## src/design/ncr_pkg.sv

```systemverilog
// ncr_pkg: types, character codes and utf-8 helpers for the numeric character
// reference decoder; no dependencies
package ncr_pkg;

	localparam logic [7:0] CH_AMP  = 8'h26;
	localparam logic [7:0] CH_HASH = 8'h23;
	localparam logic [7:0] CH_SEMI = 8'h3B;
	localparam logic [7:0] CH_X_LC = 8'h78;
	localparam logic [7:0] CH_X_UC = 8'h58;

	localparam int unsigned CP_W = 21;
	localparam logic [CP_W-1:0] CP_MAX     = 21'h10FFFF;
	localparam logic [CP_W-1:0] CP_REPLACE = 21'h00FFFD;

	localparam int unsigned FIFO_DEPTH = 4;
	localparam int unsigned FIFO_AW    = $clog2(FIFO_DEPTH);

	typedef enum logic [2:0] {
		PH_IDLE = 3'd0,
		PH_AMP  = 3'd1,
		PH_HASH = 3'd2,
		PH_DEC  = 3'd3,
		PH_HEX  = 3'd4
	} phase_t;

	typedef enum logic [1:0] {
		ST_OK     = 2'd0,
		ST_NOTREF = 2'd1,
		ST_NAMED  = 2'd2
	} status_t;

	typedef struct packed {
		status_t         status;
		logic [CP_W-1:0] cp;
	} cmd_t;

	// number of utf-8 bytes minus one
	function automatic logic [1:0] utf8_nm1(input logic [CP_W-1:0] cp);
		logic [1:0] n;
		if (cp < 21'h80) begin
			n = 2'd0;
		end else if (cp < 21'h800) begin
			n = 2'd1;
		end else if (cp < 21'h10000) begin
			n = 2'd2;
		end else begin
			n = 2'd3;
		end
		return n;
	endfunction

	function automatic logic [7:0] utf8_byte(input logic [CP_W-1:0] cp, input logic [1:0] idx);
		logic [7:0] b [4];
		b[0] = 8'h00;
		b[1] = 8'h00;
		b[2] = 8'h00;
		b[3] = 8'h00;
		case (utf8_nm1(cp))
			2'd0: begin
				b[0] = cp[7:0];
			end
			2'd1: begin
				b[0] = {3'b110, cp[10:6]};
				b[1] = {2'b10, cp[5:0]};
			end
			2'd2: begin
				b[0] = {4'b1110, cp[15:12]};
				b[1] = {2'b10, cp[11:6]};
				b[2] = {2'b10, cp[5:0]};
			end
			default: begin
				b[0] = {5'b11110, cp[20:18]};
				b[1] = {2'b10, cp[17:12]};
				b[2] = {2'b10, cp[11:6]};
				b[3] = {2'b10, cp[5:0]};
			end
		endcase
		return b[idx];
	endfunction

endpackage

```

## src/design/ncr_front.sv

```systemverilog
// ncr_front: byte parser, tracks the reference phase and accumulates the code point
// depends on ncr_pkg; pushes one command per finished candidate
module ncr_front (
	input  logic                clk,
	input  logic                arst_n,
	input  logic                in_valid,
	input  logic [7:0]          in_byte,
	input  logic                q_full,
	output logic                in_ready,
	output logic                push,
	output ncr_pkg::cmd_t       push_cmd
);

	ncr_pkg::phase_t               phase_q, phase_d;
	logic [ncr_pkg::CP_W-1:0]      accum_q, accum_d;
	logic                          seen_q, seen_d;

	logic                          accept;
	logic                          is_dec, is_hex_letter, is_hex;
	logic [3:0]                    dig;
	logic [24:0]                   scaled, sum;
	logic                          over;

	assign in_ready = !q_full;
	assign accept   = in_valid && in_ready;

	always_comb begin
		is_dec        = in_byte inside {[8'h30:8'h39]};
		is_hex_letter = in_byte inside {[8'h41:8'h46], [8'h61:8'h66]};
		is_hex        = is_dec || is_hex_letter;
		dig           = is_hex_letter ? (in_byte[3:0] + 4'd9) : in_byte[3:0];
		if (phase_q == ncr_pkg::PH_HEX) begin
			scaled = {accum_q, 4'b0};
		end else begin
			scaled = {1'b0, accum_q, 3'b0} + {3'b0, accum_q, 1'b0};
		end
		sum  = scaled + {21'b0, dig};
		over = sum > {4'b0, ncr_pkg::CP_MAX};
	end

	always_comb begin
		phase_d         = phase_q;
		accum_d         = accum_q;
		seen_d          = seen_q;
		push            = 1'b0;
		push_cmd.status = ncr_pkg::ST_NOTREF;
		push_cmd.cp     = '0;
		if (accept) begin
			case (phase_q)
				ncr_pkg::PH_AMP: begin
					if (in_byte == ncr_pkg::CH_HASH) begin
						phase_d = ncr_pkg::PH_HASH;
					end else begin
						push            = 1'b1;
						push_cmd.status = ncr_pkg::ST_NAMED;
					end
				end
				ncr_pkg::PH_HASH: begin
					if (in_byte == ncr_pkg::CH_X_LC || in_byte == ncr_pkg::CH_X_UC) begin
						phase_d = ncr_pkg::PH_HEX;
					end else if (is_dec && !over) begin
						phase_d = ncr_pkg::PH_DEC;
						accum_d = sum[ncr_pkg::CP_W-1:0];
						seen_d  = 1'b1;
					end else begin
						push = 1'b1;
					end
				end
				ncr_pkg::PH_DEC, ncr_pkg::PH_HEX: begin
					if ((phase_q == ncr_pkg::PH_HEX) ? is_hex : is_dec) begin
						if (over) begin
							push = 1'b1;
						end else begin
							accum_d = sum[ncr_pkg::CP_W-1:0];
							seen_d  = 1'b1;
						end
					end else if (in_byte == ncr_pkg::CH_SEMI && seen_q) begin
						push            = 1'b1;
						push_cmd.status = ncr_pkg::ST_OK;
						push_cmd.cp     = (accum_q == '0) ? ncr_pkg::CP_REPLACE : accum_q;
					end else begin
						push = 1'b1;
					end
				end
				default: begin
					if (in_byte == ncr_pkg::CH_AMP) begin
						phase_d = ncr_pkg::PH_AMP;
						accum_d = '0;
						seen_d  = 1'b0;
					end else begin
						push = 1'b1;
					end
				end
			endcase
			if (push) begin
				phase_d = ncr_pkg::PH_IDLE;
				accum_d = '0;
				seen_d  = 1'b0;
			end
		end
	end

	always_ff @(posedge clk or negedge arst_n) begin
		if (!arst_n) begin
			phase_q <= ncr_pkg::PH_IDLE;
			accum_q <= '0;
			seen_q  <= 1'b0;
		end else begin
			phase_q <= phase_d;
			accum_q <= accum_d;
			seen_q  <= seen_d;
		end
	end

endmodule

```

## src/design/ncr_fifo.sv

```systemverilog
// ncr_fifo: short command queue between parser and encoder
// depends on ncr_pkg; head entry is shown combinationally
module ncr_fifo (
	input  logic          clk,
	input  logic          arst_n,
	input  logic          push,
	input  ncr_pkg::cmd_t push_cmd,
	input  logic          pop,
	output logic          full,
	output logic          head_valid,
	output ncr_pkg::cmd_t head_cmd
);

	localparam int unsigned CW = ncr_pkg::FIFO_AW + 1;

	ncr_pkg::cmd_t               mem_q [ncr_pkg::FIFO_DEPTH];
	logic [ncr_pkg::FIFO_AW-1:0] wr_q, rd_q;
	logic [CW-1:0]               count_q;
	logic                        do_push, do_pop;

	assign full       = count_q == CW'(ncr_pkg::FIFO_DEPTH);
	assign head_valid = count_q != '0;
	assign head_cmd   = mem_q[rd_q];
	assign do_push    = push && !full;
	assign do_pop     = pop && head_valid;

	always_ff @(posedge clk) begin
		if (do_push) begin
			mem_q[wr_q] <= push_cmd;
		end
	end

	always_ff @(posedge clk or negedge arst_n) begin
		if (!arst_n) begin
			wr_q    <= '0;
			rd_q    <= '0;
			count_q <= '0;
		end else begin
			if (do_push) begin
				wr_q <= wr_q + 1'b1;
			end
			if (do_pop) begin
				rd_q <= rd_q + 1'b1;
			end
			if (do_push && !do_pop) begin
				count_q <= count_q + 1'b1;
			end else if (do_pop && !do_push) begin
				count_q <= count_q - 1'b1;
			end
		end
	end

endmodule

```

## src/design/ncr_back.sv

```systemverilog
// ncr_back: turns queued commands into utf-8 bytes or single status results
// depends on ncr_pkg; holds the output register of the result stream
module ncr_back (
	input  logic             clk,
	input  logic             arst_n,
	input  logic             head_valid,
	input  ncr_pkg::cmd_t    head_cmd,
	output logic             pop,
	output logic             out_valid,
	input  logic             out_ready,
	output logic [7:0]       out_byte,
	output ncr_pkg::status_t out_status,
	output logic             out_last
);

	logic [1:0]       idx_q;
	logic             valid_q;
	logic [7:0]       byte_q;
	ncr_pkg::status_t status_q;
	logic             last_q;

	logic             load, last;
	logic [1:0]       nm1;
	logic [7:0]       byte_d;

	always_comb begin
		if (head_cmd.status == ncr_pkg::ST_OK) begin
			nm1    = ncr_pkg::utf8_nm1(head_cmd.cp);
			byte_d = ncr_pkg::utf8_byte(head_cmd.cp, idx_q);
		end else begin
			nm1    = 2'd0;
			byte_d = 8'h00;
		end
		last = idx_q == nm1;
		load = head_valid && (!valid_q || out_ready);
		pop  = load && last;
	end

	always_ff @(posedge clk) begin
		if (load) begin
			byte_q   <= byte_d;
			status_q <= head_cmd.status;
			last_q   <= last;
		end
	end

	always_ff @(posedge clk or negedge arst_n) begin
		if (!arst_n) begin
			valid_q <= 1'b0;
			idx_q   <= '0;
		end else begin
			if (load) begin
				valid_q <= 1'b1;
				idx_q   <= last ? 2'd0 : idx_q + 2'd1;
			end else if (out_ready) begin
				valid_q <= 1'b0;
			end
		end
	end

	assign out_valid  = valid_q;
	assign out_byte   = byte_q;
	assign out_status = status_q;
	assign out_last   = last_q;

endmodule

```

## src/design/numeric_char_reference_decoder.sv

```systemverilog
// numeric_char_reference_decoder: top level, decodes &#...; references to utf-8
// depends on ncr_pkg, ncr_front, ncr_fifo, ncr_back
//
//   channel  | direction | tdata          | tuser       | tlast
//   s_axis   | in        | [7:0] in_byte  | -           | -
//   m_axis   | out       | [7:0] out_byte | [1:0] status| last_byte
//
// one input byte per cycle while the queue has room; each result item leaves
// one per cycle from the output register while m_axis_tready is high, after
// the command queue; a decoded character is one to four bytes, set by the
// encoder; a four-entry command queue lets the parser run ahead of the encoder
// s_axis_tready drops only while that queue is full; reset clears all control
module numeric_char_reference_decoder (
	input  logic       clk,
	input  logic       arst_n,
	input  logic       s_axis_tvalid,
	output logic       s_axis_tready,
	input  logic [7:0] s_axis_tdata,   // [7:0] in_byte
	output logic       m_axis_tvalid,
	input  logic       m_axis_tready,
	output logic [7:0] m_axis_tdata,   // [7:0] out_byte
	output logic [1:0] m_axis_tuser,   // [1:0] status
	output logic       m_axis_tlast
);

	logic             q_full, push, pop, head_valid;
	ncr_pkg::cmd_t    push_cmd, head_cmd;
	ncr_pkg::status_t out_status;

	ncr_front u_front (
		.clk      (clk),
		.arst_n   (arst_n),
		.in_valid (s_axis_tvalid),
		.in_byte  (s_axis_tdata),
		.q_full   (q_full),
		.in_ready (s_axis_tready),
		.push     (push),
		.push_cmd (push_cmd)
	);

	ncr_fifo u_fifo (
		.clk        (clk),
		.arst_n     (arst_n),
		.push       (push),
		.push_cmd   (push_cmd),
		.pop        (pop),
		.full       (q_full),
		.head_valid (head_valid),
		.head_cmd   (head_cmd)
	);

	ncr_back u_back (
		.clk        (clk),
		.arst_n     (arst_n),
		.head_valid (head_valid),
		.head_cmd   (head_cmd),
		.pop        (pop),
		.out_valid  (m_axis_tvalid),
		.out_ready  (m_axis_tready),
		.out_byte   (m_axis_tdata),
		.out_status (out_status),
		.out_last   (m_axis_tlast)
	);

	assign m_axis_tuser = out_status;

	a_status_single: assert property (@(posedge clk) disable iff (!arst_n)
		(m_axis_tvalid && m_axis_tuser != ncr_pkg::ST_OK) |-> (m_axis_tlast && m_axis_tdata == 8'h00))
		else $error("status result not a single zero item");

	a_status_legal: assert property (@(posedge clk) disable iff (!arst_n)
		m_axis_tvalid |-> (m_axis_tuser == ncr_pkg::ST_OK || m_axis_tuser == ncr_pkg::ST_NOTREF ||
			m_axis_tuser == ncr_pkg::ST_NAMED))
		else $error("illegal status code");

	a_cont_byte: assert property (@(posedge clk) disable iff (!arst_n)
		(m_axis_tvalid && m_axis_tready && !m_axis_tlast) |=>
			(!m_axis_tvalid || m_axis_tdata[7:6] == 2'b10))
		else $error("utf-8 sequence broken after a leading byte");

	a_push_room: assert property (@(posedge clk) disable iff (!arst_n)
		push |-> !q_full)
		else $error("command pushed into a full queue");

endmodule
```

## config.mk

```make
export PLATFORM = sky130hd
export DESIGN_NAME = numeric_char_reference_decoder
export DESIGN_NICKNAME = d
export VERILOG_FILES = /design/src/design/ncr_pkg.sv /design/src/design/ncr_front.sv /design/src/design/ncr_fifo.sv /design/src/design/ncr_back.sv /design/src/design/numeric_char_reference_decoder.sv
export SDC_FILE = /design/constraint.sdc
export NUM_CORES = 1
export LEC_CHECK = 0
export ABC_AREA = 1
export BUFFER_PORTS_ARGS = -buffer_cell sky130_fd_sc_hd__buf_2
export CORE_MARGIN = 2
export CORE_UTILIZATION = 40
export CTS_BUF_LIST = sky130_fd_sc_hd__clkbuf_2
export DETAILED_ROUTE_END_ITERATION = 8
export GPL_ROUTABILITY_DRIVEN = 0
export GPL_TIMING_DRIVEN = 0
export HOLD_SLACK_MARGIN = 0.1
export PLACE_DENSITY_LB_ADDON = 0.1
export SYNTH_ARGS = -nofsm -noshare
export SYNTH_HDL_FRONTEND = slang
export SYNTH_HIERARCHICAL = 1
export SYNTH_SLANG_ARGS = --single-unit
```

## constraint.sdc

```tcl
create_clock -name clk -period 6.9 [get_ports clk]
set_clock_uncertainty 0.15 [all_clocks]
set_input_delay 1.38 -clock clk [delete_from_list [all_inputs] [get_ports clk]]
set_output_delay 1.38 -clock clk [all_outputs]
set_load 0.01 [all_outputs]
```

# Word level (Yosys, flattened, before mapping)
# Memories as Yosys holds them, arrays and structs flattened.
# Cells that the tools add are included.
[totals]
latchBits = 0
register_bits = 46
input_bits = 12
word_cells = 149
output_inout_bits = 13
mem_bits_ro = 0
mem_count = 1
ramBits = 92
[mem_list]
columns = ["memory", "depth", "word_bits", "rd", "rd_ports_with_merged_regs", "wr", "line_no", "rtl"]
rows = [
  ["u_fifo.mem_q", 4, 23, 1, 0, 1, "ncr_fifo.sv:16", "ncr_pkg::cmd_t mem_q [ncr_pkg::FIFO_DEPTH];"],
]
[op_classes]
n_mux = 62
bitwise = 1
n_reduce_logical = 34
n_shift = 0
addsub = 8
magnitude_cmp = 11
n_eq_ne = 21
n_div = 0
n_mul = 0
[op_table]
columns = ["operator", "n"]
rows = [
  ["two-way mux 21 bit", 8],
  ["one-hot mux 21 bit (3 select lines)", 1],
  ["two-way mux 8 bit", 7],
  ["one-hot mux 8 bit (3 select lines)", 2],
  ["two-way mux 23 bit", 2],
  ["adder 24 x 22 -> 25 bit", 1],
  ["adder 25 x 4 -> 25 bit", 1],
  ["greater-than comparator 25 x 21 -> 1 bit (second input constant)", 1],
  ["two-way mux 25 bit", 1],
  ["equality test 8 x 6 -> 1 bit (second input constant)", 3],
  ["two-way mux 22 bit", 1],
  ["zero test 21 bit", 1],
  ["< comparator 21 x 12 -> 1 bit (second input constant)", 1],
  ["< comparator 21 x 17 -> 1 bit (second input constant)", 1],
  ["< comparator 21 x 8 -> 1 bit (second input constant)", 1],
  ["two-way mux 3 bit", 7],
  ["two-way mux 1 bit", 20],
  ["binary-select mux 8 bit (select 2 bit)", 1],
  ["equality test 8 x 7 -> 1 bit (second input constant)", 2],
  [">= comparator 8 x 7 -> 1 bit (second input constant)", 2],
  ["less-or-equal comparator 8 x 7 -> 1 bit (second input constant)", 2],
  ["one-hot mux 8 bit (2 select lines)", 1],
  ["logical AND 1 bit", 12],
  ["two-way mux 2 bit", 6],
  ["32 further kinds", 52],
]

# Longest topological paths before layout
# Gate-level depths: netlist of run 1.
[logic_depth]
word_depth = 18
ltp_mapped = 41

# Hierarchy
# Netlist of run 1, hierarchy kept.
[by_module_without_submodules]
columns = ["module", "area_each_um2", "n_inst", "cells_per_inst"]
rows = [
  ["ncr_front", 4225.3, 1, 755],
  ["ncr_fifo", 4115.2, 1, 329],
  ["ncr_back", 1285.0, 1, 179],
]

# Least setup slack after synthesis of run 1
# OpenSTA, ideal clock, no wires.
[synth_timing]
kind = "input port to flip-flop"
startpoint = "input port s_axis_tdata[1]"
endpoint = "memory u_fifo/mem_q[0][0] (netlist name), enable pin"
path_stages = 31
slack_ns = 0.459
t_required_ns = 6.347
t_arrival_ns = 5.888
setup_time_ns = 0.403
path_cell_list = "inv_1 -> ha_1 -> inv_1 -> nand3_1 -> nand4_1 -> nor2_1 -> xor2_1 -> inv_1 -> fa_1 -> o21ai_0 -> nand3_1 -> nor2_1 -> nand3_1 -> nor2_2 -> nand2_1 -> nor2_2 -> nand2_2 -> nor2_4 -> nand3_1 -> nand2_1 -> nor2_1 -> nand3_1 -> nand2_1 -> nand3_1 -> nand3_1 -> nand2_2 -> o21bai_4 -> buf_4 -> nor2_1 -> nand2_1 -> nor2_1"
[synth_via]
elab_chain_cells = 16
[synth_rtl]
columns = ["item", "line_no", "rtl"]
rows = [
  ["from (decl)", "numeric_char_reference_decoder.sv:18", "input logic [7:0] s_axis_tdata,"],
  [">= comparator 8 x 7 -> 1 bit / less-or-equal comparator 8 x 7 -> 1 bit (equally long branches)", "ncr_front.sv:29", "is_hex_letter = in_byte inside {[8'h41:8'h46], [8'h61:8'h66]};"],
  ["logical AND 1 bit", "ncr_front.sv:29", ""],
  ["nonzero test 2 bit", "ncr_front.sv:29", ""],
  ["two-way mux 4 bit", "ncr_front.sv:31", "dig = is_hex_letter ? (in_byte[3:0] + 4'd9) : in_byte[3:0];"],
  ["adder 25 x 4 -> 25 bit", "ncr_front.sv:37", "sum = scaled + {21'b0, dig};"],
  ["greater-than comparator 25 x 21 -> 1 bit", "ncr_front.sv:38", "over = sum > {4'b0, ncr_pkg::CP_MAX};"],
  ["zero test 1 bit", "ncr_front.sv:61", "end else if (is_dec && !over) begin"],
  ["logical AND 1 bit", "ncr_front.sv:61", ""],
  ["two-way mux 1 bit", "ncr_front.sv:61", ""],
  ["two-way mux 1 bit", "ncr_front.sv:59", "if (in_byte == ncr_pkg::CH_X_LC || in_byte == ncr_pkg::CH_X_UC) begin"],
  ["one-hot mux 1 bit (3 select lines) (*)", "ncr_front.sv:49", "case (phase_q)"],
  ["two-way mux 1 bit (*) (2 in a row)", "ncr_front.sv:48", "if (accept) begin"],
  ["net push", "numeric_char_reference_decoder.sv:26", "logic q_full, push, pop, head_valid;"],
  ["logical AND 1 bit (*)", "ncr_fifo.sv:24", "assign do_push = push && !full;"],
  ["two-way mux 1 bit (*)", "ncr_fifo.sv:28", "if (do_push) begin"],
  ["two-way mux 1 bit (not written as such) (*)", "ncr_fifo.sv:29", "mem_q[wr_q] <= push_cmd;"],
  ["to (decl)", "ncr_fifo.sv:16", ""],
]
# The timed path passes the listed nets; every way through them passes the cells marked *. The select of a mux whose other input is x is not followed.

# Worst setup path after layout of run 1
[layout_timing]
startpoint = "input port s_axis_tdata[0]"
endpoint = "register u_fifo.count_q[1]"
[layout_via]
elab_chain_cells = 17
[layout_rtl]
columns = ["item", "line_no", "rtl"]
rows = [
  [">= comparator 8 x 7 -> 1 bit / less-or-equal comparator 8 x 7 -> 1 bit (equally long branches)", "ncr_front.sv:29", ""],
  ["logical AND 1 bit", "ncr_front.sv:29", ""],
  ["nonzero test 2 bit", "ncr_front.sv:29", ""],
  ["two-way mux 4 bit", "ncr_front.sv:31", ""],
  ["adder 25 x 4 -> 25 bit", "ncr_front.sv:37", ""],
  ["greater-than comparator 25 x 21 -> 1 bit", "ncr_front.sv:38", ""],
  ["zero test 1 bit", "ncr_front.sv:61", ""],
  ["logical AND 1 bit", "ncr_front.sv:61", ""],
  ["(+2 left out)", "n/a", ""],
  ["one-hot mux 1 bit (3 select lines) (*)", "ncr_front.sv:49", ""],
  ["two-way mux 1 bit (*) (2 in a row)", "ncr_front.sv:48", ""],
  ["net push", "numeric_char_reference_decoder.sv:26", ""],
  ["logical AND 1 bit (*)", "ncr_fifo.sv:24", ""],
  ["net u_fifo.do_push", "ncr_fifo.sv:19", "logic do_push, do_pop;"],
  ["zero test 1 bit", "ncr_fifo.sv:47", "end else if (do_pop && !do_push) begin"],
  ["logical AND 1 bit", "ncr_fifo.sv:47", ""],
  ["nonzero test 2 bit (no line)", "n/a", ""],
  ["to (signal assigned)", "ncr_fifo.sv:46", "count_q <= count_q + 1'b1;"],
  ["to (signal assigned)", "ncr_fifo.sv:48", "count_q <= count_q - 1'b1;"],
  ["to (decl)", "ncr_fifo.sv:18", "logic [CW-1:0] count_q;"],
]
# Marked as above.
# A chain may end at the register's enable or synchronous reset.

==> out/metrics.yaml, run 1 <==
grt_usage_pct: 20.78
crit_path_max_incr_delay_ns: 0.45
drv_slew: 0
clk_pin_slew_worst_paths_ns: 0.21
crit_type: "input pin to register"
start_util_pct: 40.89
async_flop_share_pct: 25.36
synth_edf_count: 103
drtIter0Drc: 529
placedCellCount: 1610
reg2reg_setup_slack_ns: 1.05
syn_to_final_growth_pct: 9.476
crit_path_frequent_cell: "nand3_1"
clock_path_buffers: 2
grt_use_met2_pct: 35.49
hpwlAfterDp_um: 19720
routedWlPerCell_um: 15.55
setup_viol: 0
grt_overflow: 0
die-area_um2: 25320
r2r_cells: 36
place_area_um2: 10210
vias: 8193
drv_cap: 0
core_area_um2: 23540
hold_path_end: "u_front/seen_q$_DFFE_PN0P_"
timing.slew.headroom_pct: 42.10
synth.most_common_cell: "nand2_1"
yosysTopAreaCell: "edfxtp_1"
yosys-top-cells-area: "edfxtp_1 32%, nand2_1 15%, dfrtp_1 9.1%"
dieHeight_um: 159.1
fin_setup_tns_ns: 0
routed_via_density: 4.981
met3_usage_pct: 3.673
cts_max_level: 4
min_from: "u_front/seen_q$_DFFE_PN0P_"
synthesis.area_um2: 9625
place_ws_ns: -0.3877
fin_hold_ws_ns: 0.3706
cp.required_ns: 7.33
grt_pass1_vias: 7873
p_per_area_nw_per_um2: 295.5
slowest_stage: "fa_1"
ys_warn_count: 6
io_buffer_count: 24
drcViolationCount: 1
die_x_um: 159.1
grt_pass1_wl_um: 41630
drive_gt1_share_pct: 13.07
total_power_mw: 3.113
ctsHoldBuffers: 0
worstMarginPinSlew_ns: 0.8684
reg2reg_from: "u_front/phase_q[2]$_DFFE_PN0P_"
synth_cell_type_count: 46
cts_tree: "built"
violations: "DRC"
ys_seq_area_share_pct: 41.23
final_util_pct: 44.76
syn_nets: 1313
grt.busiest_layer: "met2"
ant_nets: 0
synth.top_cell.area_share_pct: 32.13
worstPathMaxFanout: 10
insertion_delay_ns: 0.68
ir_worst_vdd_v: 0.0001243
ys_top_cells_by_count: "384 x nand2_1, 210 x inv_1, 103 x edfxtp_1, 87 x nor2_1, 65 x nand3_1"
rsz0062_at_grt: "no"
final_nets: 1361
grt_max_degree: 36
layout_setup_ws_ns: 0.6631
hold_viol: 0
startpoint_type: "input pin"
period_share_pct: 90.39
fillers: 2462
critPathLaunch: "s_axis_tdata[0]"
io_pins: 25
cts.sinks: 138
max_freq_mhz: 160.3
design_area_um2: 10540
status: "finished with violations"
min_path_cells: 2
crit_arrival_ns: 6.67
r2r_end: "u_fifo/count_q[1]$_DFFE_PN0P_"
period_needed_ns: 6.237
antenna_found_initial: 1
hp-class: "register to register"
root_buffer: "clkbuf_2"
grt_use_met1_pct: 27.37
ys.flop_type: "edfxtp_1"
dr.pass1.iters: 9
cts_buffers: 17
syn_inst: 1263
instances_no_fill: 1645
p_leak_nw: 5.041
end_kind: "register"
postSynthAreaPerCell_um2: 7.621
num_rows: 56
yosys_register_bits: 138
totalWireLength_um: 25590
report_power, final:
group / switching, mW / total, mW / internal [mW]
Clock: 0.310 / 0.589 / 0.278
Sequential: 0.0545 / 1.14 / 1.09
Combinational: 0.931 / 1.38 / 0.453
Total: 1.30 / 3.11 / 1.82
kinds of logic (layout without fill, tap and decap cells):
kind of cell               count (synthesis)  count (layout)  share of synthesized area, %
and+or+nand+nor                          664             664                         30.91
buffers and inverters                    266             327                         11.80
AOI/OAI and AO/OA                        144             144                         9.619
DFF                                      138             138                         41.23
adders and majority gates                 38              38                         5.174
xor gates and xnor gates                  13              13                         1.261
other                                      0               2                             0
cells in the final DEF (no fill, tap or decap), types with 10 or more instances in the layout:
master,netlist,final
buf_2,8,32
nand2_2,25,26
nand3_1,65,65
inv_1,210,210
inv_2,16,16
o21ai_1,14,14
edfxtp_1,103,103
o21ai_0,17,17
dfrtp_1,35,35
a21oi_1,40,40
clkbuf_1,10,10
nor3_1,12,12
o22ai_1,12,12
nand4_1,46,46
nand2_1,384,383
clkbuf_2,0,18
nor2_1,87,83
nor2_2,11,15
o211ai_1,48,48
ha_1,35,35
cell type report:
class / instances / area [um2] / share of cell area [%]
Multi-Input combinational cell: 859 / 4533 / 43.02
Sequential cell: 138 / 3969 / 37.66
Inverter: 230 / 865.8 / 8.217
Tap cell: 319 / 399.1 / 3.788
Buffer: 36 / 270.3 / 2.565
Clock inverter: 14 / 217.7 / 2.066
Timing Repair Buffer: 29 / 187.7 / 1.781
Clock buffer: 18 / 90.09 / 0.8549
Antenna cell: 2 / 5.005 / 0.04749
sequential cells by signal, summed over array words and instances (netlist names):
signal and flops:
u_front/accum_q 21, u_fifo/count_q 3, u_fifo/rd_q 2, u_back/out_byte 8, u_back/out_status 2, u_back/idx_q 2
u_back/out_valid 1, u_back/out_last 1, u_front/phase_q 3, u_fifo/mem_q 92, u_front/seen_q 1, u_fifo/wr_q 2
worst max path at each step:
stage / endpoint / slack, ns
detailed placement: u_fifo/count_q[1]$_DFFE_PN0P_ / -0.39
floorplan: u_fifo/mem_q[0][0]$_DFFE_PP_ / 0.46
finish: u_fifo/count_q[1]$_DFFE_PN0P_ / 0.66
global route: u_fifo/count_q[1]$_DFFE_PN0P_ / 0.13
global placement: u_fifo/mem_q[2][11]$_DFFE_PP_ / -1.17
CTS: u_fifo/count_q[1]$_DFFE_PN0P_ / 0.41
per-layer routing:
metal,vias up,routed length (um)
met2,185,12230
met4,0,470
li1,4201,-
met3,28,1216
met1,3779,11670
met5,-,0
critical path, delay by kind of cell:
kind,cells,cell delay [ns]
simple gates,22,2.66
fa+ha+maj,4,1.29
buf+inv,7,0.68
compound gates,3,0.44
xor+xnor,1,0.21
timing repair:
item,in CTS,in global routing
buffers inserted,0,1
resized for setup,0,1
setup endpoints to repair,0,3
Note: power is estimated with default switching activity, not from simulation.
==> inputs of run 2 (changes only) <==
==> constraint.sdc (replaced) <==
create_clock -name clk -period 5.36 [get_ports clk]
set_clock_uncertainty 0.15 [all_clocks]
set_input_delay 1.072 -clock clk [delete_from_list [all_inputs] [get_ports clk]]
set_output_delay 1.072 -clock clk [all_outputs]
set_load 0.01 [all_outputs]
==> out/metrics.yaml, run 2 (synthesis gave the netlist of run 1 again) <==
startpoint_type: "input pin"
wl_met1_um: 12320  # +5.6%
drv_slew: 0  # unchanged
ir_worst_vdd_v: 0.0001811  # +46%
insertion_delay_ns: 0.72  # +0.04 ns
worstMarginPinSlew_ns: 0.8835  # +0.01503 ns
layout_common_cells: "377 x nand2_1, 203 x inv_1, 103 x edfxtp_1"
num_rows: 56  # unchanged
seq_power_share_pct: 36.2  # -0.5 points
totalWireLength_um: 26360  # +3.0%
cts.sinks: 138  # unchanged
final_nets: 1379  # +1.3%
crit_arrival_ns: 5.72  # -0.95 ns
drcViolationCount: 0  # -1
r2r_cells: 34  # -5.6%
cts_tree: "built"
combPwrFrac_pct: 48.3  # +3.9 points
drive_gt1_share_pct: 16.92  # +3.8 points
hold_viol: 0  # unchanged
grt_usage_pct: 21.06  # +0.27 points
end_kind: "register"
hp-class: "input pin to asynchronous set/reset pin"
internal-power_mw: 2.239  # +23%
ctsHoldBuffers: 0  # unchanged
crit_type: "input pin to register"
p_leak_nw: 5.109  # +1.3%
grt_max_degree: 36  # unchanged
ant_nets: 0  # unchanged
drtIter0Drc: 442  # -16%
routedWlPerCell_um: 15.86  # +2.0%
placedCellCount: 1607  # -0.19%
design_area_um2: 10830  # +2.8%
vias: 8258  # +0.79%
highest_layer: "met4"
start_util_pct: 40.89  # unchanged
die_x_um: 159.1  # unchanged
rsz0062_at_grt: "yes"
worstPathMaxFanout: 8  # -2
io_buffer_count: 24  # unchanged
cp.required_ns: 5.85  # -1.48 ns
period_needed_ns: 5.233
layout_commonest_cell: "nand2_1"
cts_max_level: 4  # unchanged
instances_no_fill: 1662  # +1.0%
io_pins: 25  # unchanged
clock_path_buffers: 2  # unchanged
largest_register: "u_fifo/mem_q"
max_freq_mhz: 191.1
routed_via_density: 4.969  # -0.24%
wl_met3_um: 1104  # -9.2%
core_area_um2: 23540  # unchanged
p_sw_mw: 1.808  # +40%
dieHeight_um: 159.1  # unchanged
antenna_found_initial: 1  # unchanged
register_area_um2: 3969  # unchanged
dr.pass1.iters: 6  # -3
wl_met2_um: 12640  # +3.4%
cts_buffers: 17  # unchanged
multi_input_area_um2: 4752  # +4.8%
timing.slew.headroom_pct: 41.10  # -1.0 points
status: "finished clean"
p_per_area_nw_per_um2: 373.8  # +27%
period_share_pct: 97.64
crit_path_max_incr_delay_ns: 0.42  # -0.03 ns
setup_viol: 0  # unchanged
slowest_stage: "fa_2"
grt_pass1_wl_um: 41880  # +0.60%
largest_register_ffs: 92  # unchanged
clk_pin_slew_worst_paths_ns: 0.24  # +0.03 ns
clkPwrFrac_pct: 15.5  # -3.4 points
grt_pass1_vias: 7777  # -1.2%
grt_overflow: 0  # unchanged
syn_to_final_growth_pct: 12.49
drv_cap: 0  # unchanged
place_area_um2: 10270  # +0.51%
p_sw_share_pct: 44.68  # +3.1 points
hpwlAfterDp_um: 19490  # -1.1%
fillers: 2418  # -1.8%
root_buffer: "clkbuf_2"
die-area_um2: 25320  # unchanged
## run 2: changes by cell type in the layout (fill, tap and decap cells not counted), moves of 5 or more
cell     before  now
nand2_1     383  377
buf_4         6   24
nand3_2       7   13
nand2_2      26   31
nand3_1      65   58
nor2_4        7   17
inv_1       210  203
nor2_1       83   77
## run 2: layer usage
metal / global-route usage [%] / vias to the layer above
met1: 28.29 / 3804
met3: 2.996 / 23
met5: 0 / -
met2: 36.19 / 179
met4: 4.628 / 0
li1: - / 4252
## run 2: worst max-delay path: cells and delay by family
kind	cells	cell delay [ns]
AND/OR/NAND/NOR	20	2.08
AO/OA/AOI/OAI	4	0.50
buffers and inverters	9	0.82
adder cells (fa/ha/maj)	5	1.25
## run 2: through the flow
stage          hold WS (ns)  util [%]  setup TNS (ns)  power, mW  worst slack (ns)
6_report             0.2597     45.99               0      4.048            0.1268
5_1_grt              0.2333     45.99         -0.4888      4.353          -0.06860
4_1_cts              0.2514     44.88               0      3.995          0.005704
3_5_place_dp         0.3242     43.61         -136.16      3.323            -1.586
3_3_place_gp         0.3293     43.53         -154.60      3.300            -1.579
2_1_floorplan        0.3045         -          -13.94      2.795           -0.1588
## run 2: timing repair
action	4_1_cts	5_1_grt
resized for setup	7	35
buffers inserted	2	18
endpoints found under the setup margin	95	88
cloned	2	1
pin swaps	7	25
endpoints found under the hold margin	0	0
## run 2: cell type report
class / count / area share [%]
clock inverter: 15 / 1.444
antenna: 1 / 0.02311
sequential: 138 / 36.65
inverter: 230 / 8.239
clock buffer: 17 / 0.7858
tap: 319 / 3.686
timing repair buffer: 45 / 2.785
buffer: 35 / 2.496
multi-input combinational: 862 / 43.89
## run 2: final timing paths
kind	from	slack, ns	to
hold reg to reg	u_front/seen_q$_DFFE_PN0P_	0.37	u_front/seen_q$_DFFE_PN0P_
max in group asynchronous	arst_n	4.18	u_front/accum_q[17]$_DFFE_PN0P_
setup / recovery	s_axis_tdata[1]	0.13	u_fifo/count_q[1]$_DFFE_PN0P_
hold / removal	arst_n	0.26	u_back/idx_q[1]$_DFFE_PN0P_
setup reg to reg	u_front/phase_q[2]$_DFFE_PN0P_	0.39	u_fifo/count_q[1]$_DFFE_PN0P_
min in group clk	u_front/seen_q$_DFFE_PN0P_	0.37	u_front/seen_q$_DFFE_PN0P_
## run 2: power by group through the flow
stage / Combinational [mW] / Sequential (mW) / Clock [mW]
after CTS: 1.88 / 1.47 / 0.644
after global placement: 1.81 / 1.49 / 0
after global routing: 2.18 / 1.49 / 0.687
after floorplan: 1.29 / 1.51 / 0
final: 1.96 / 1.47 / 0.626
after detailed placement: 1.83 / 1.49 / 0
==> inputs of run 3 (changes only) <==
--- a/config.mk
+++ b/config.mk
@@ -6,13 +6,12 @@
 export NUM_CORES = 1
 export LEC_CHECK = 0
 export ABC_AREA = 1
-export BUFFER_PORTS_ARGS = -buffer_cell sky130_fd_sc_hd__buf_2
 export CORE_MARGIN = 2
 export CORE_UTILIZATION = 40
 export CTS_BUF_LIST = sky130_fd_sc_hd__clkbuf_2
 export DETAILED_ROUTE_END_ITERATION = 8
+export DONT_BUFFER_PORTS = 1
 export GPL_ROUTABILITY_DRIVEN = 0
-export GPL_TIMING_DRIVEN = 0
 export HOLD_SLACK_MARGIN = 0.1
 export PLACE_DENSITY_LB_ADDON = 0.1
 export SYNTH_ARGS = -nofsm -noshare
==> out/metrics.yaml, run 3 (synthesis gave the netlist of run 1 again) <==
status: "finished with violations"
violations: "DRC"
io_pins: 25  # unchanged
grt_max_degree: 70  # +94%
worstMarginPinSlew_ns: 0.9646  # +0.08111 ns
clock_path_buffers: 2  # unchanged
dr.pass1.iters: 7  # +1
clkPwrFrac_pct: 17.2  # +1.7 points
drv_slew: 0  # unchanged
drtIter0Drc: 502  # +14%
register_area_um2: 3969  # unchanged
period_needed_ns: 4.777  # -0.4561 ns
num_rows: 56  # unchanged
layout_commonest_cell: "nand2_1"
routed_via_density: 4.951  # -0.36%
min_path_cells: 2
final_nets: 1331  # -3.5%
ant_nets: 0  # unchanged
ctsHoldBuffers: 2  # +2
routedWlPerCell_um: 15.13  # -4.6%
period_share_pct: 89.12  # -8.5 points
cts_max_level: 4  # unchanged
place_area_um2: 10190  # -0.77%
multi_input_area_um2: 4603  # -3.1%
final_util_pct: 44.48  # -1.5 points
insertion_delay_ns: 0.71  # about the same
p_sw_mw: 1.651  # -8.7%
r2r_cells: 30  # -12%
crit_path_max_incr_delay_ns: 0.40  # -0.02 ns
layout_setup_ws_ns: 0.5829  # +0.4561 ns
layout_common_cells: "383 x nand2_1, 204 x inv_1, 103 x edfxtp_1"
seq_power_share_pct: 39.7  # +3.5 points
largest_register: "u_fifo/mem_q"
ir_worst_vdd_v: 0.0001627  # -10%
clk_pin_slew_worst_paths_ns: 0.22  # -0.02 ns
timing.slew.headroom_pct: 35.62  # -5.5 points
r2r_end: "u_fifo/count_q[2]$_DFFE_PN0P_"
combPwrFrac_pct: 43.1  # -5.2 points
drv_cap: 0  # unchanged
max_freq_mhz: 209.3  # +9.5%
end_kind: "register"
start_util_pct: 40.89  # unchanged
design_area_um2: 10470  # -3.3%
cts.sinks: 138  # unchanged
place_ws_ns: -0.1614  # +1.425 ns
grt_usage_pct: 19.86  # -1.2 points
fillers: 2409  # -0.37%
die_x_um: 159.1  # unchanged
internal-power_mw: 2.147  # -4.1%
p_per_area_nw_per_um2: 362.7  # -3.0%
reg2reg_setup_slack_ns: 0.66  # +0.27 ns
largest_register_ffs: 92  # unchanged
cts_buffers: 17  # unchanged
drcViolationCount: 1  # +1
crit_arrival_ns: 5.24  # -0.48 ns
crit_path_frequent_cell: "nand2_1"
root_buffer: "clkbuf_2"
io_buffer_count: 0  # -100%
cts_tree: "built"
hp-class: "register to register"
grt_overflow: 0  # unchanged
antenna_found_initial: 1  # unchanged
cts_setup_buffers: 0  # -2
fin_setup_tns_ns: 0  # unchanged
crit_type: "input pin to register"
hold_viol: 0  # unchanged
post_cts_resize_count: 0  # -7
vias: 7991  # -3.2%
dieHeight_um: 159.1  # unchanged
syn_to_final_growth_pct: 8.787
min_from: "u_front/seen_q$_DFFE_PN0P_"
grt_pass1_wl_um: 40050  # -4.4%
totalWireLength_um: 24430  # -7.3%
startpoint_type: "input pin"
core_area_um2: 23540  # unchanged
p_sw_share_pct: 43.47  # -1.2 points
p_leak_nw: 4.947  # -3.2%
hold_path_end: "u_front/seen_q$_DFFE_PN0P_"
die-area_um2: 25320  # unchanged
rsz0062_at_grt: "no"
setup_viol: 0  # unchanged
grt_pass1_vias: 7669  # -1.4%
reg2reg_from: "u_front/accum_q[2]$_DFFE_PN0P_"
drive_gt1_share_pct: 12.98  # -3.9 points
slowest_stage: "fa_1"
worstPathMaxFanout: 5  # -3
cp.required_ns: 5.82  # -0.03 ns
hpwlAfterDp_um: 17980  # -7.8%
-- run 3: cell count changes in the layout (fill, tap and decap cells not counted), moves of 3 or more --
cell      previous run  this run
buf_2               30         0
nor2_1              77        82
nand3_2             13        10
buf_6               11         0
nand3_1             58        62
buf_8                4         0
clkbuf_1            10         0
nand2_1            377       383
nor2_4              17         8
nand2_2             31        25
buf_12               1         8
-- run 3: power groups by stage --
stage | clock (mW) | sequential [mW] | combinational (mW)
after global routing | 0.725 | 1.53 | 1.85
after detailed placement | 0 | 1.54 | 1.63
after global placement | 0 | 1.53 | 1.63
final | 0.653 | 1.51 | 1.64
after CTS | 0.677 | 1.51 | 1.65
after floorplan | 0 | 1.51 | 1.29
-- run 3: area by class of cell --
class / instances / area share [%]
clock buffers: 18 / 0.8603
clock inverters: 14 / 1.529
multi-input cells: 859 / 43.96
diodes: 1 / 0.02390
repair buffers: 35 / 3.489
inverters: 230 / 8.424
well taps: 319 / 3.812
flip-flops and latches: 138 / 37.90
-- run 3: stage by stage --
stage	hold WS, ns	cells	total power [mW]
after detailed placement	0.3303	1579	3.172
after floorplan	0.3045	1263	2.795
after global routing	0.3266	1614	4.107
after global placement	0.3369	1579	3.166
final	0.3743	1614	3.798
after CTS	0.3027	1613	3.838
-- run 3: worst max-delay path by stage --
stage               depth (start not counted)                             to                            from
floorplan                                  37  u_fifo/count_q[1]$_DFFE_PN0P_                 s_axis_tdata[1]
global placement                           36  u_fifo/count_q[1]$_DFFE_PN0P_                 s_axis_tdata[1]
detailed placement                         36  u_fifo/count_q[1]$_DFFE_PN0P_                 s_axis_tdata[1]
CTS                                        30  u_fifo/count_q[2]$_DFFE_PN0P_  u_front/accum_q[2]$_DFFE_PN0P_
global route                               36  u_fifo/count_q[1]$_DFFE_PN0P_                 s_axis_tdata[1]
finish                                     36  u_fifo/count_q[1]$_DFFE_PN0P_                 s_axis_tdata[1]
-- run 3: per-layer routing --
layer	track usage (%)	routed length, um	vias up
met4	6.322	545	0
met3	2.839	846	30
met5	0	0	-
met2	33.62	11460	161
met1	26.35	11580	3645
li1	-	-	4155
-- run 3: critical path, delay by kind of cell --
kind                       cells  cell delay (ns)
AOI/OAI and AO/OA              4             0.55
adders and majority gates      5             1.27
and+or+nand+nor               22             2.11
buffers and inverters          5             0.22
